`src/rtl/core/acs_pkg.sv`:
```
package acs_pkg;

  localparam int unsigned CP_W = 21;
  localparam int unsigned FORM_W = 16;

  localparam logic [CP_W-1:0] LAM_CP = 21'h000644;
  localparam logic [CP_W-1:0] ALEF_MADDA_CP = 21'h000622;
  localparam logic [CP_W-1:0] ALEF_HAMZA_ABOVE_CP = 21'h000623;
  localparam logic [CP_W-1:0] ALEF_HAMZA_BELOW_CP = 21'h000625;
  localparam logic [CP_W-1:0] ALEF_CP = 21'h000627;
  localparam logic [FORM_W-1:0] HAMZA_ISOLATED = 16'hFE80;
  localparam logic [FORM_W-1:0] LIGATURE_FIRST = 16'hFEF5;

  // joining class; LC_NOT means the code point is not in the letter table
  typedef enum logic [1:0] {
    LC_NOT,
    LC_NONE,
    LC_RIGHT,
    LC_DUAL
  } letter_cls_e;

  typedef struct packed {
    letter_cls_e       cls;
    logic [FORM_W-1:0] iso;
  } letter_t;

  // one queue beat per accepted input item
  typedef struct packed {
    logic            emit_held;  // held code point is resolved by this item
    logic            is_lig;     // held lam merges with this alef variant
    logic [1:0]      lig_idx;
    logic            held_prev;  // code point before the held one is dual-joining
    logic            next_acc;   // this item accepts a join from the held one
    logic [CP_W-1:0] held_code;
    logic            emit_cur;   // item closes its string and is shaped at once
    logic            cur_prev;
    logic            last;
    logic [CP_W-1:0] code;
  } acs_entry_t;

  // forms sit at iso, fin = iso+1, ini = iso+2, med = iso+3; ini/med only if dual
  function automatic letter_t letter_info(input logic [CP_W-1:0] cp);
    letter_t r;
    r.cls = LC_NOT;
    r.iso = '0;
    case (cp)
      21'h000621: begin r.cls = LC_NONE;  r.iso = HAMZA_ISOLATED; end
      21'h000622: begin r.cls = LC_RIGHT; r.iso = 16'hFE81; end
      21'h000623: begin r.cls = LC_RIGHT; r.iso = 16'hFE83; end
      21'h000624: begin r.cls = LC_RIGHT; r.iso = 16'hFE85; end
      21'h000625: begin r.cls = LC_RIGHT; r.iso = 16'hFE87; end
      21'h000626: begin r.cls = LC_DUAL;  r.iso = 16'hFE89; end
      21'h000627: begin r.cls = LC_RIGHT; r.iso = 16'hFE8D; end
      21'h000628: begin r.cls = LC_DUAL;  r.iso = 16'hFE8F; end
      21'h000629: begin r.cls = LC_RIGHT; r.iso = 16'hFE93; end
      21'h00062A: begin r.cls = LC_DUAL;  r.iso = 16'hFE95; end
      21'h00062B: begin r.cls = LC_DUAL;  r.iso = 16'hFE99; end
      21'h00062C: begin r.cls = LC_DUAL;  r.iso = 16'hFE9D; end
      21'h00062D: begin r.cls = LC_DUAL;  r.iso = 16'hFEA1; end
      21'h00062E: begin r.cls = LC_DUAL;  r.iso = 16'hFEA5; end
      21'h00062F: begin r.cls = LC_RIGHT; r.iso = 16'hFEA9; end
      21'h000630: begin r.cls = LC_RIGHT; r.iso = 16'hFEAB; end
      21'h000631: begin r.cls = LC_RIGHT; r.iso = 16'hFEAD; end
      21'h000632: begin r.cls = LC_RIGHT; r.iso = 16'hFEAF; end
      21'h000633: begin r.cls = LC_DUAL;  r.iso = 16'hFEB1; end
      21'h000634: begin r.cls = LC_DUAL;  r.iso = 16'hFEB5; end
      21'h000635: begin r.cls = LC_DUAL;  r.iso = 16'hFEB9; end
      21'h000636: begin r.cls = LC_DUAL;  r.iso = 16'hFEBD; end
      21'h000637: begin r.cls = LC_DUAL;  r.iso = 16'hFEC1; end
      21'h000638: begin r.cls = LC_DUAL;  r.iso = 16'hFEC5; end
      21'h000639: begin r.cls = LC_DUAL;  r.iso = 16'hFEC9; end
      21'h00063A: begin r.cls = LC_DUAL;  r.iso = 16'hFECD; end
      21'h000641: begin r.cls = LC_DUAL;  r.iso = 16'hFED1; end
      21'h000642: begin r.cls = LC_DUAL;  r.iso = 16'hFED5; end
      21'h000643: begin r.cls = LC_DUAL;  r.iso = 16'hFED9; end
      21'h000644: begin r.cls = LC_DUAL;  r.iso = 16'hFEDD; end
      21'h000645: begin r.cls = LC_DUAL;  r.iso = 16'hFEE1; end
      21'h000646: begin r.cls = LC_DUAL;  r.iso = 16'hFEE5; end
      21'h000647: begin r.cls = LC_DUAL;  r.iso = 16'hFEE9; end
      21'h000648: begin r.cls = LC_RIGHT; r.iso = 16'hFEED; end
      21'h000649: begin r.cls = LC_RIGHT; r.iso = 16'hFEEF; end
      21'h00064A: begin r.cls = LC_DUAL;  r.iso = 16'hFEF1; end
      default: begin r.cls = LC_NOT; r.iso = '0; end
    endcase
    return r;
  endfunction

  function automatic logic is_dual(input logic [CP_W-1:0] cp);
    letter_t r;
    r = letter_info(cp);
    return r.cls == LC_DUAL;
  endfunction

  function automatic logic accepts_join(input logic [CP_W-1:0] cp);
    letter_t r;
    r = letter_info(cp);
    return (r.cls == LC_RIGHT) || (r.cls == LC_DUAL);
  endfunction

  // next_acc already folds in whether a successor exists
  function automatic logic [CP_W-1:0] shape(input logic [CP_W-1:0] cp,
                                            input logic prev_dual,
                                            input logic next_acc);
    letter_t r;
    logic jp;
    logic jn;
    logic [FORM_W-1:0] g;
    r = letter_info(cp);
    jp = prev_dual && (r.cls == LC_RIGHT || r.cls == LC_DUAL);
    jn = next_acc && (r.cls == LC_DUAL);
    if (jp && jn) begin
      g = r.iso + 16'd3;
    end else if (jp) begin
      g = r.iso + 16'd1;
    end else if (jn) begin
      g = r.iso + 16'd2;
    end else begin
      g = r.iso;
    end
    if (r.cls == LC_NOT) begin
      return cp;
    end
    return {{(CP_W-FORM_W){1'b0}}, g};
  endfunction

endpackage

```
`src/rtl/core/acs_front.sv`:
```
module acs_front import acs_pkg::*; (
  input  logic            clk_i,
  input  logic            rst_ni,
  input  logic            in_valid_i,
  output logic            in_ready_o,
  input  logic [CP_W-1:0] code_point_i,
  input  logic            last_in_string_i,
  input  logic            q_full_i,
  output logic            push_o,
  output acs_entry_t      entry_o
);

  logic [CP_W-1:0] held_code_q, held_code_d;
  logic            held_valid_q, held_valid_d;
  logic            prev_dual_q, prev_dual_d;
  logic            lig_hit;
  logic [1:0]      lig_idx;
  logic            mid_prev;

  assign in_ready_o = !q_full_i;
  assign push_o     = in_valid_i && !q_full_i;

  always_comb begin
    lig_hit = 1'b1;
    lig_idx = 2'd0;
    case (code_point_i)
      ALEF_MADDA_CP:       lig_idx = 2'd0;
      ALEF_HAMZA_ABOVE_CP: lig_idx = 2'd1;
      ALEF_HAMZA_BELOW_CP: lig_idx = 2'd2;
      ALEF_CP:             lig_idx = 2'd3;
      default:             lig_hit = 1'b0;
    endcase
    lig_hit = lig_hit && held_valid_q && (held_code_q == LAM_CP);
  end

  always_comb begin
    mid_prev = held_valid_q ? is_dual(held_code_q) : prev_dual_q;

    entry_o.emit_held = held_valid_q;
    entry_o.is_lig    = lig_hit;
    entry_o.lig_idx   = lig_idx;
    entry_o.held_prev = prev_dual_q;
    entry_o.next_acc  = accepts_join(code_point_i);
    entry_o.held_code = held_code_q;
    entry_o.emit_cur  = last_in_string_i && !lig_hit;
    entry_o.cur_prev  = mid_prev;
    entry_o.last      = last_in_string_i;
    entry_o.code      = code_point_i;

    held_code_d  = held_code_q;
    held_valid_d = held_valid_q;
    prev_dual_d  = prev_dual_q;
    if (push_o) begin
      if (lig_hit) begin
        // the alef becomes the previous code point for what follows
        held_code_d  = '0;
        held_valid_d = 1'b0;
        prev_dual_d  = last_in_string_i ? 1'b0 : is_dual(code_point_i);
      end else if (last_in_string_i) begin
        held_code_d  = '0;
        held_valid_d = 1'b0;
        prev_dual_d  = 1'b0;
      end else begin
        held_code_d  = code_point_i;
        held_valid_d = 1'b1;
        prev_dual_d  = mid_prev;
      end
    end
  end

  always_ff @(posedge clk_i or negedge rst_ni) begin
    if (!rst_ni) begin
      held_code_q  <= '0;
      held_valid_q <= 1'b0;
      prev_dual_q  <= 1'b0;
    end else begin
      held_code_q  <= held_code_d;
      held_valid_q <= held_valid_d;
      prev_dual_q  <= prev_dual_d;
    end
  end

endmodule

```
`src/rtl/core/acs_queue.sv`:
```
module acs_queue import acs_pkg::*; (
  input  logic       clk_i,
  input  logic       rst_ni,
  input  logic       push_i,
  input  acs_entry_t entry_i,
  output logic       full_o,
  input  logic       pop_i,
  output logic       valid_o,
  output acs_entry_t head_o
);

  acs_entry_t  mem_q [2];
  logic        wr_ptr_q, wr_ptr_d;
  logic        rd_ptr_q, rd_ptr_d;
  logic [1:0]  count_q, count_d;

  assign full_o  = count_q == 2'd2;
  assign valid_o = count_q != 2'd0;
  assign head_o  = mem_q[rd_ptr_q];

  always_comb begin
    wr_ptr_d = wr_ptr_q ^ push_i;
    rd_ptr_d = rd_ptr_q ^ pop_i;
    count_d  = count_q + {1'b0, push_i} - {1'b0, pop_i};
  end

  always_ff @(posedge clk_i) begin
    if (push_i) begin
      mem_q[wr_ptr_q] <= entry_i;
    end
  end

  always_ff @(posedge clk_i or negedge rst_ni) begin
    if (!rst_ni) begin
      wr_ptr_q <= 1'b0;
      rd_ptr_q <= 1'b0;
      count_q  <= 2'd0;
    end else begin
      wr_ptr_q <= wr_ptr_d;
      rd_ptr_q <= rd_ptr_d;
      count_q  <= count_d;
    end
  end

  assert property (@(posedge clk_i) disable iff (!rst_ni) push_i |-> !full_o)
    else $error("push into full queue");
  assert property (@(posedge clk_i) disable iff (!rst_ni) pop_i |-> valid_o)
    else $error("pop from empty queue");

endmodule

```
`src/rtl/core/acs_back.sv`:
```
module acs_back import acs_pkg::*; (
  input  logic            clk_i,
  input  logic            rst_ni,
  input  logic            head_valid_i,
  input  acs_entry_t      head_i,
  output logic            pop_o,
  output logic            out_valid_o,
  input  logic            out_ready_i,
  output logic [CP_W-1:0] glyph_code_o,
  output logic            end_of_string_o
);

  logic            phase_q, phase_d;
  logic            out_valid_q, out_valid_d;
  logic [CP_W-1:0] glyph_q, glyph_d;
  logic            eos_q, eos_d;
  logic            can_load;
  logic            now_held;
  logic            has_result;
  logic            load;
  logic [FORM_W-1:0] lig_glyph;

  assign out_valid_o     = out_valid_q;
  assign glyph_code_o    = glyph_q;
  assign end_of_string_o = eos_q;

  always_comb begin
    can_load   = !out_valid_q || out_ready_i;
    now_held   = head_valid_i && head_i.emit_held && !phase_q;
    has_result = head_valid_i && (now_held || head_i.emit_cur);
    load       = has_result && can_load;
    // entries with no result drain without an output slot
    pop_o      = head_valid_i && (!has_result || (load && !(now_held && head_i.emit_cur)));

    lig_glyph = LIGATURE_FIRST + {13'd0, head_i.lig_idx, 1'b0}
              + {15'd0, head_i.held_prev};

    if (now_held) begin
      glyph_d = head_i.is_lig ? {{(CP_W-FORM_W){1'b0}}, lig_glyph}
                              : shape(head_i.held_code, head_i.held_prev, head_i.next_acc);
      eos_d   = head_i.is_lig && head_i.last;
    end else begin
      glyph_d = shape(head_i.code, head_i.cur_prev, 1'b0);
      eos_d   = 1'b1;
    end

    out_valid_d = load ? 1'b1 : (out_valid_q && !out_ready_i);

    phase_d = phase_q;
    if (load && now_held && head_i.emit_cur) begin
      phase_d = 1'b1;
    end else if (pop_o) begin
      phase_d = 1'b0;
    end
  end

  always_ff @(posedge clk_i) begin
    if (load) begin
      glyph_q <= glyph_d;
      eos_q   <= eos_d;
    end
  end

  always_ff @(posedge clk_i or negedge rst_ni) begin
    if (!rst_ni) begin
      phase_q     <= 1'b0;
      out_valid_q <= 1'b0;
    end else begin
      phase_q     <= phase_d;
      out_valid_q <= out_valid_d;
    end
  end

  assert property (@(posedge clk_i) disable iff (!rst_ni) phase_q |-> head_valid_i)
    else $error("second result pending without a queue entry");
  assert property (@(posedge clk_i) disable iff (!rst_ni)
                   phase_q |-> (head_i.emit_held && head_i.emit_cur))
    else $error("second result phase on a single-result entry");
  assert property (@(posedge clk_i) disable iff (!rst_ni)
                   (pop_o && !load) |-> !(head_i.emit_held || head_i.emit_cur))
    else $error("entry dropped with results still owed");
  assert property (@(posedge clk_i) disable iff (!rst_ni)
                   (head_i.is_lig && head_valid_i) |-> !head_i.emit_cur)
    else $error("ligature entry also flags a trailing result");

endmodule

```
`src/rtl/core/arabic_contextual_shaper_unit.sv`:
```
// arabic contextual shaper
// input channel: one logical code point per beat (code_point_i) with
// last_in_string_i on the final beat of a string. output channel: one shaped
// glyph per beat (glyph_code_o) with end_of_string_o on the string's last one.
// a code point is held until its successor arrives, so its glyph leaves only
// once the next beat (or the end of string) is seen; a lam followed by an
// alef variant leaves as one ligature glyph. a string-ending beat can yield
// two glyphs, the held one and its own.
// the front stage classifies each accepted beat into a two-entry queue; the
// back stage looks up the presentation form and fills the output register.
// the beat that resolves a glyph is written into the queue, and the back
// stage then loads the glyph into the output register. the back stage
// retires at most one queue entry per cycle: a beat that leaves no glyph
// (the first of a string) still takes a turn, a string end with two glyphs
// holds its entry for both, so a gapless sender sees the input stall.
// in_ready_o drops only when the queue is full, so a stalled receiver backs
// up through the output register and the queue before the input stalls.
// reset clears the held code point, the joining context, the queue and the
// output register; the first beat after reset starts a new string.
module arabic_contextual_shaper_unit import acs_pkg::*; (
  input  logic            clk_i,
  input  logic            rst_ni,
  input  logic            in_valid_i,
  output logic            in_ready_o,
  input  logic [CP_W-1:0] code_point_i,
  input  logic            last_in_string_i,
  output logic            out_valid_o,
  input  logic            out_ready_i,
  output logic [CP_W-1:0] glyph_code_o,
  output logic            end_of_string_o
);

  logic       q_full;
  logic       push;
  acs_entry_t push_entry;
  logic       pop;
  logic       head_valid;
  acs_entry_t head;

  acs_front u_front (
    .clk_i            (clk_i),
    .rst_ni           (rst_ni),
    .in_valid_i       (in_valid_i),
    .in_ready_o       (in_ready_o),
    .code_point_i     (code_point_i),
    .last_in_string_i (last_in_string_i),
    .q_full_i         (q_full),
    .push_o           (push),
    .entry_o          (push_entry)
  );

  acs_queue u_queue (
    .clk_i   (clk_i),
    .rst_ni  (rst_ni),
    .push_i  (push),
    .entry_i (push_entry),
    .full_o  (q_full),
    .pop_i   (pop),
    .valid_o (head_valid),
    .head_o  (head)
  );

  acs_back u_back (
    .clk_i           (clk_i),
    .rst_ni          (rst_ni),
    .head_valid_i    (head_valid),
    .head_i          (head),
    .pop_o           (pop),
    .out_valid_o     (out_valid_o),
    .out_ready_i     (out_ready_i),
    .glyph_code_o    (glyph_code_o),
    .end_of_string_o (end_of_string_o)
  );

endmodule

```
`config.mk`:
```
export PLATFORM = sky130hd
export DESIGN_NAME = arabic_contextual_shaper_unit
export DESIGN_NICKNAME = d
export VERILOG_FILES = /design/src/rtl/core/acs_pkg.sv /design/src/rtl/core/acs_front.sv /design/src/rtl/core/acs_queue.sv /design/src/rtl/core/acs_back.sv /design/src/rtl/core/arabic_contextual_shaper_unit.sv
export SDC_FILE = /design/constraint.sdc
export NUM_CORES = 1
export LEC_CHECK = 0
export BUFFER_PORTS_ARGS = -buffer_cell sky130_fd_sc_hd__buf_2
export CAP_MARGIN = 20
export CORE_UTILIZATION = 40
export CTS_CLUSTER_SIZE = 40
export DETAILED_ROUTE_END_ITERATION = 8
export GPL_TIMING_DRIVEN = 1
export HOLD_SLACK_MARGIN = 0.12
export PLACE_DENSITY = 0.66
export SLEW_MARGIN = 0
export SYNTH_ARGS = -nofsm -noshare
export SYNTH_HDL_FRONTEND = slang
export SYNTH_SLANG_ARGS = --single-unit
```
`constraint.sdc`:
```
create_clock -name clk_i -period 4.3 [get_ports clk_i]
set_input_delay 0.86 -clock clk_i [delete_from_list [all_inputs] [get_ports clk_i]]
set_output_delay 0.86 -clock clk_i [all_outputs]
set_load 0.05 [all_outputs]
```
==> flow_metrics.tcl <==
set metrics [dict create \
    status "complete, no violations" \
    antenna_left 0 \
    power_w 0.00679 \
    cts.path.max_buffers 2 \
    rows 51 \
    cp-start-kind "flop" \
    endpoint_kind "flop" \
    clk_pin_slew_ns 0.07 \
    setup_viol 0 \
    power_switching_w 0.00285 \
    root_buffer "clkbuf_16" \
    synth_top_area_cell "edfxtp_1" \
    syn_area_um2 8140 \
    routedWlPerCell_um 19.7 \
    timing.final.crit_share_pct 91.3 \
    gp_routability_congestion 0.892 \
    critical_path_arrival_ns 4.08 \
    drtIter0Drc 638 \
    finClkSkew_ns 0.0114 \
    boundaryPins 50 \
    area_delta_synth_final_pct 14.4 \
    vdd_drop_max_uv 506 \
    fill_cells 1802 \
    fmax_mhz 255 \
    drive_above_1_share_pct 18.8 \
    slew_violations 0 \
    nets 794 \
    numCtsBuffers 17 \
    initial_core_util_pct 41.3 \
    cts_resized 0 \
    drc 0 \
    drtPass1Iterations 7 \
    fin_setup_tns_ns 0 \
    grt_pass1_vias 5790 \
    ys_async_sr_fraction_pct 19.0 \
    die_w_um 145 \
    ys.flop_type "edfxtp_1" \
    dp_hpwl_mm 14.6 \
    path_max_fanout 46 \
    crit_chain "buf_4 > nor3b_1 > buf_4 > o2bb2a_1 > and3b_1 > nor4_1 > nand3_1 > nand2b_1 > inv_2 > ha_1 > a22oi_1 > a221oi_2 > xor2_1 > a22oi_1" \
    cts_sinks 153 \
    crit_buf_inv 3 \
    cts_tree "done" \
    yosys_warnings 0 \
    rsz0062_at_grt "no" \
    pwr-share-comb_pct 41.3 \
    die_area_um2 20900 \
    leakagePower_nw 3.44 \
    crit_type "flop to flop" \
    portBuffers 49 \
    synth.area.top_cells "edfxtp_1, dfrtp_1, mux2i_1" \
    hold_path_class "input port to asynchronous set/reset pin" \
    synth_commonest_cells "edfxtp_1, mux2i_1, nor2_1" \
    required_ns 4.45 \
    syn_nets 736 \
    p_sw_share_pct 41.9 \
    syn_avg_cell_area_um2 11.6 \
    gr-total-overflow 0 \
    cts.htree.levels 4 \
    maxCapViolations 0 \
    crit_family "simple AND/OR/NAND/NOR gates" \
    synth-seq-cells 153 \
    core_area_um2 19700 \
    antennaDiodeCount 0 \
    die_h_um 145 \
    insertion_delay_ns 0.42 \
    clkPwrFrac_pct 20.6 \
    fin_util_pct 47.3 \
    hold_ws_ns 0.480 \
    cts-hold-fix-buffers 0 \
    power.density_nw_per_um2 729 \
    grt_use_total_pct 20.3 \
    yosysTopAreaCellShare_pct 45.7 \
    grt_pass1_wl_mm 31.8 \
    post-place-cells 1003 \
    synth-edff-count 124 \
    netlist_instances 699 \
    hold_viol_final 0 \
    seqPwrFrac_pct 38.1 \
    cts_setup_buffers 0 \
    yosysMostFrequentCell "edfxtp_1" \
    ys_seq_area_share_pct 54.6 \
    p_int_w 0.00394 \
    synth_cell_type_count 81 \
    min_period_ns 3.93 \
    relSlewSlack_pct 36.3 \
    fin_cells 1035 \
    grt_max_degree 52 \
    wl_mm 20.3 \
    antenna_found_initial 0 \
    worstMarginPinSlew_ns 0.956 \
    viasPerCell 5.98 \
    worst_path_max_delay_cell "dfrtp_4" \
    crit_path_max_incr_delay_ns 0.83 \
    vias 6186 \
]
sequential cells by signal (all words and copies together) (netlist names):
signal and cells:
u_back.glyph_code_o 21, u_back.out_valid_o 1, u_queue.wr_ptr_q 1, u_front.held_code_q 21, u_back.end_of_string_o 1, u_queue.mem_q 102
u_back.phase_q 1, u_queue.count_q 2, u_front.held_valid_q 1, u_queue.rd_ptr_q 1, u_front.prev_dual_q 1
metrics by stage:
step	setup WS [ns]	cell area, um2
floorplan	1.01	8140
global placement	0.545	8760
detailed placement	0.429	8760
CTS	0.417	9320
global route	0.0371	9320
finish	0.374	9320
cells by family (layout without fill, tap and decap cells):
group / Yosys count / after routing / synth area share [%]
and+or+nand+nor: 212 / 212 / 14.8
xor gates and xnor gates: 20 / 20 / 2.15
muxes: 55 / 55 / 7.04
buffers and inverters: 49 / 120 / 2.84
AOI/OAI and AO/OA: 198 / 198 / 16.7
DFF: 153 / 153 / 54.6
adders and majority gates: 12 / 12 / 1.81
power groups by stage:
stage | Combinational, W | Sequential, W | Clock (W)
3_5_place_dp | 0.00278 | 0.00261 | 0
6_report | 0.00281 | 0.00259 | 0.00140
2_1_floorplan | 0.00173 | 0.00285 | 0
4_1_cts | 0.00279 | 0.00259 | 0.00141
3_3_place_gp | 0.00278 | 0.00260 | 0
5_1_grt | 0.00303 | 0.00265 | 0.00148
layout by cell type (no fill, tap or decap), types with 4 or more instances in the layout:
cell and count:
nor2_1 38, dfrtp_1 28, a31oi_1 8, buf_2 49, edfxtp_1 124, inv_1 13, a211oi_1 6, mux2_2 14
nor4_1 9, nand4_1 6, o21ai_0 33, and3b_1 10, a22o_1 22, nand3b_1 5, o211ai_1 10, inv_6 6
and3_1 9, nand2_1 37, ha_1 9, nor3_1 15, nor4bb_1 4, clkbuf_16 17, nand3_1 23, nor3b_1 10
o22ai_1 25, clkinvlp_4 4, xnor2_1 13, nand2b_1 8, a21oi_1 35, mux2i_1 39, or2_2 4, buf_4 24
a22oi_1 20, nor2b_1 10, xor2_1 7
per-layer routing:
layer	track usage (%)	vias to the layer above	part of all wire (%)	wire length, um
met5	0	-	0	0
met4	5.32	0	1.3	255
met3	3.78	22	5.5	1120
met2	31.6	225	46	9440
met1	28.9	3058	47	9530
li1	-	2881	-	-
final timing paths:
check	cells past startpoint	start	slack, ns	endpoint
max	14	u_queue.rd_ptr_q$_DFF_PN0_	0.37	u_back.glyph_code_o[4]$_DFFE_PP_
min	1	rst_ni	0.48	u_front.held_code_q[12]$_DFFE_PN0P_
max reg2reg	14	u_queue.rd_ptr_q$_DFF_PN0_	0.37	u_back.glyph_code_o[4]$_DFFE_PP_
min reg2reg	0	u_front.held_code_q[10]$_DFFE_PN0P_	0.52	u_queue.mem_q[0][34]$_DFFE_PP_
max in group asynchronous	1	rst_ni	3.29	u_queue.rd_ptr_q$_DFF_PN0_
min in group clk_i	0	u_front.held_code_q[10]$_DFFE_PN0P_	0.52	u_queue.mem_q[0][34]$_DFFE_PP_
area by class of cell:
| class | instances | area, um2 | area share (%) |
|---|---|---|---|
| timing repair buffer | 74 | 445 | 4.78 |
| clock inverter | 15 | 135 | 1.45 |
| inverter | 14 | 52.6 | 0.564 |
| multi-input combinational | 497 | 3470 | 37.3 |
| clock buffer | 17 | 425 | 4.57 |
| sequential | 153 | 4450 | 47.8 |
| tap | 265 | 332 | 3.56 |
worst reg2reg max path, stage by stage, from the launching register on:
cell,delay [ns]
dfrtp_4,0.83
buf_4,0.30
nor3b_1,0.07
buf_4,0.17
o2bb2a_1,0.30
and3b_1,0.23
nor4_1,0.39
nand3_1,0.15
nand2b_1,0.30
inv_2,0.09
ha_1,0.25
a22oi_1,0.26
a221oi_2,0.10
xor2_1,0.14
a22oi_1,0.08
Power figures use the tool's default switching activity.
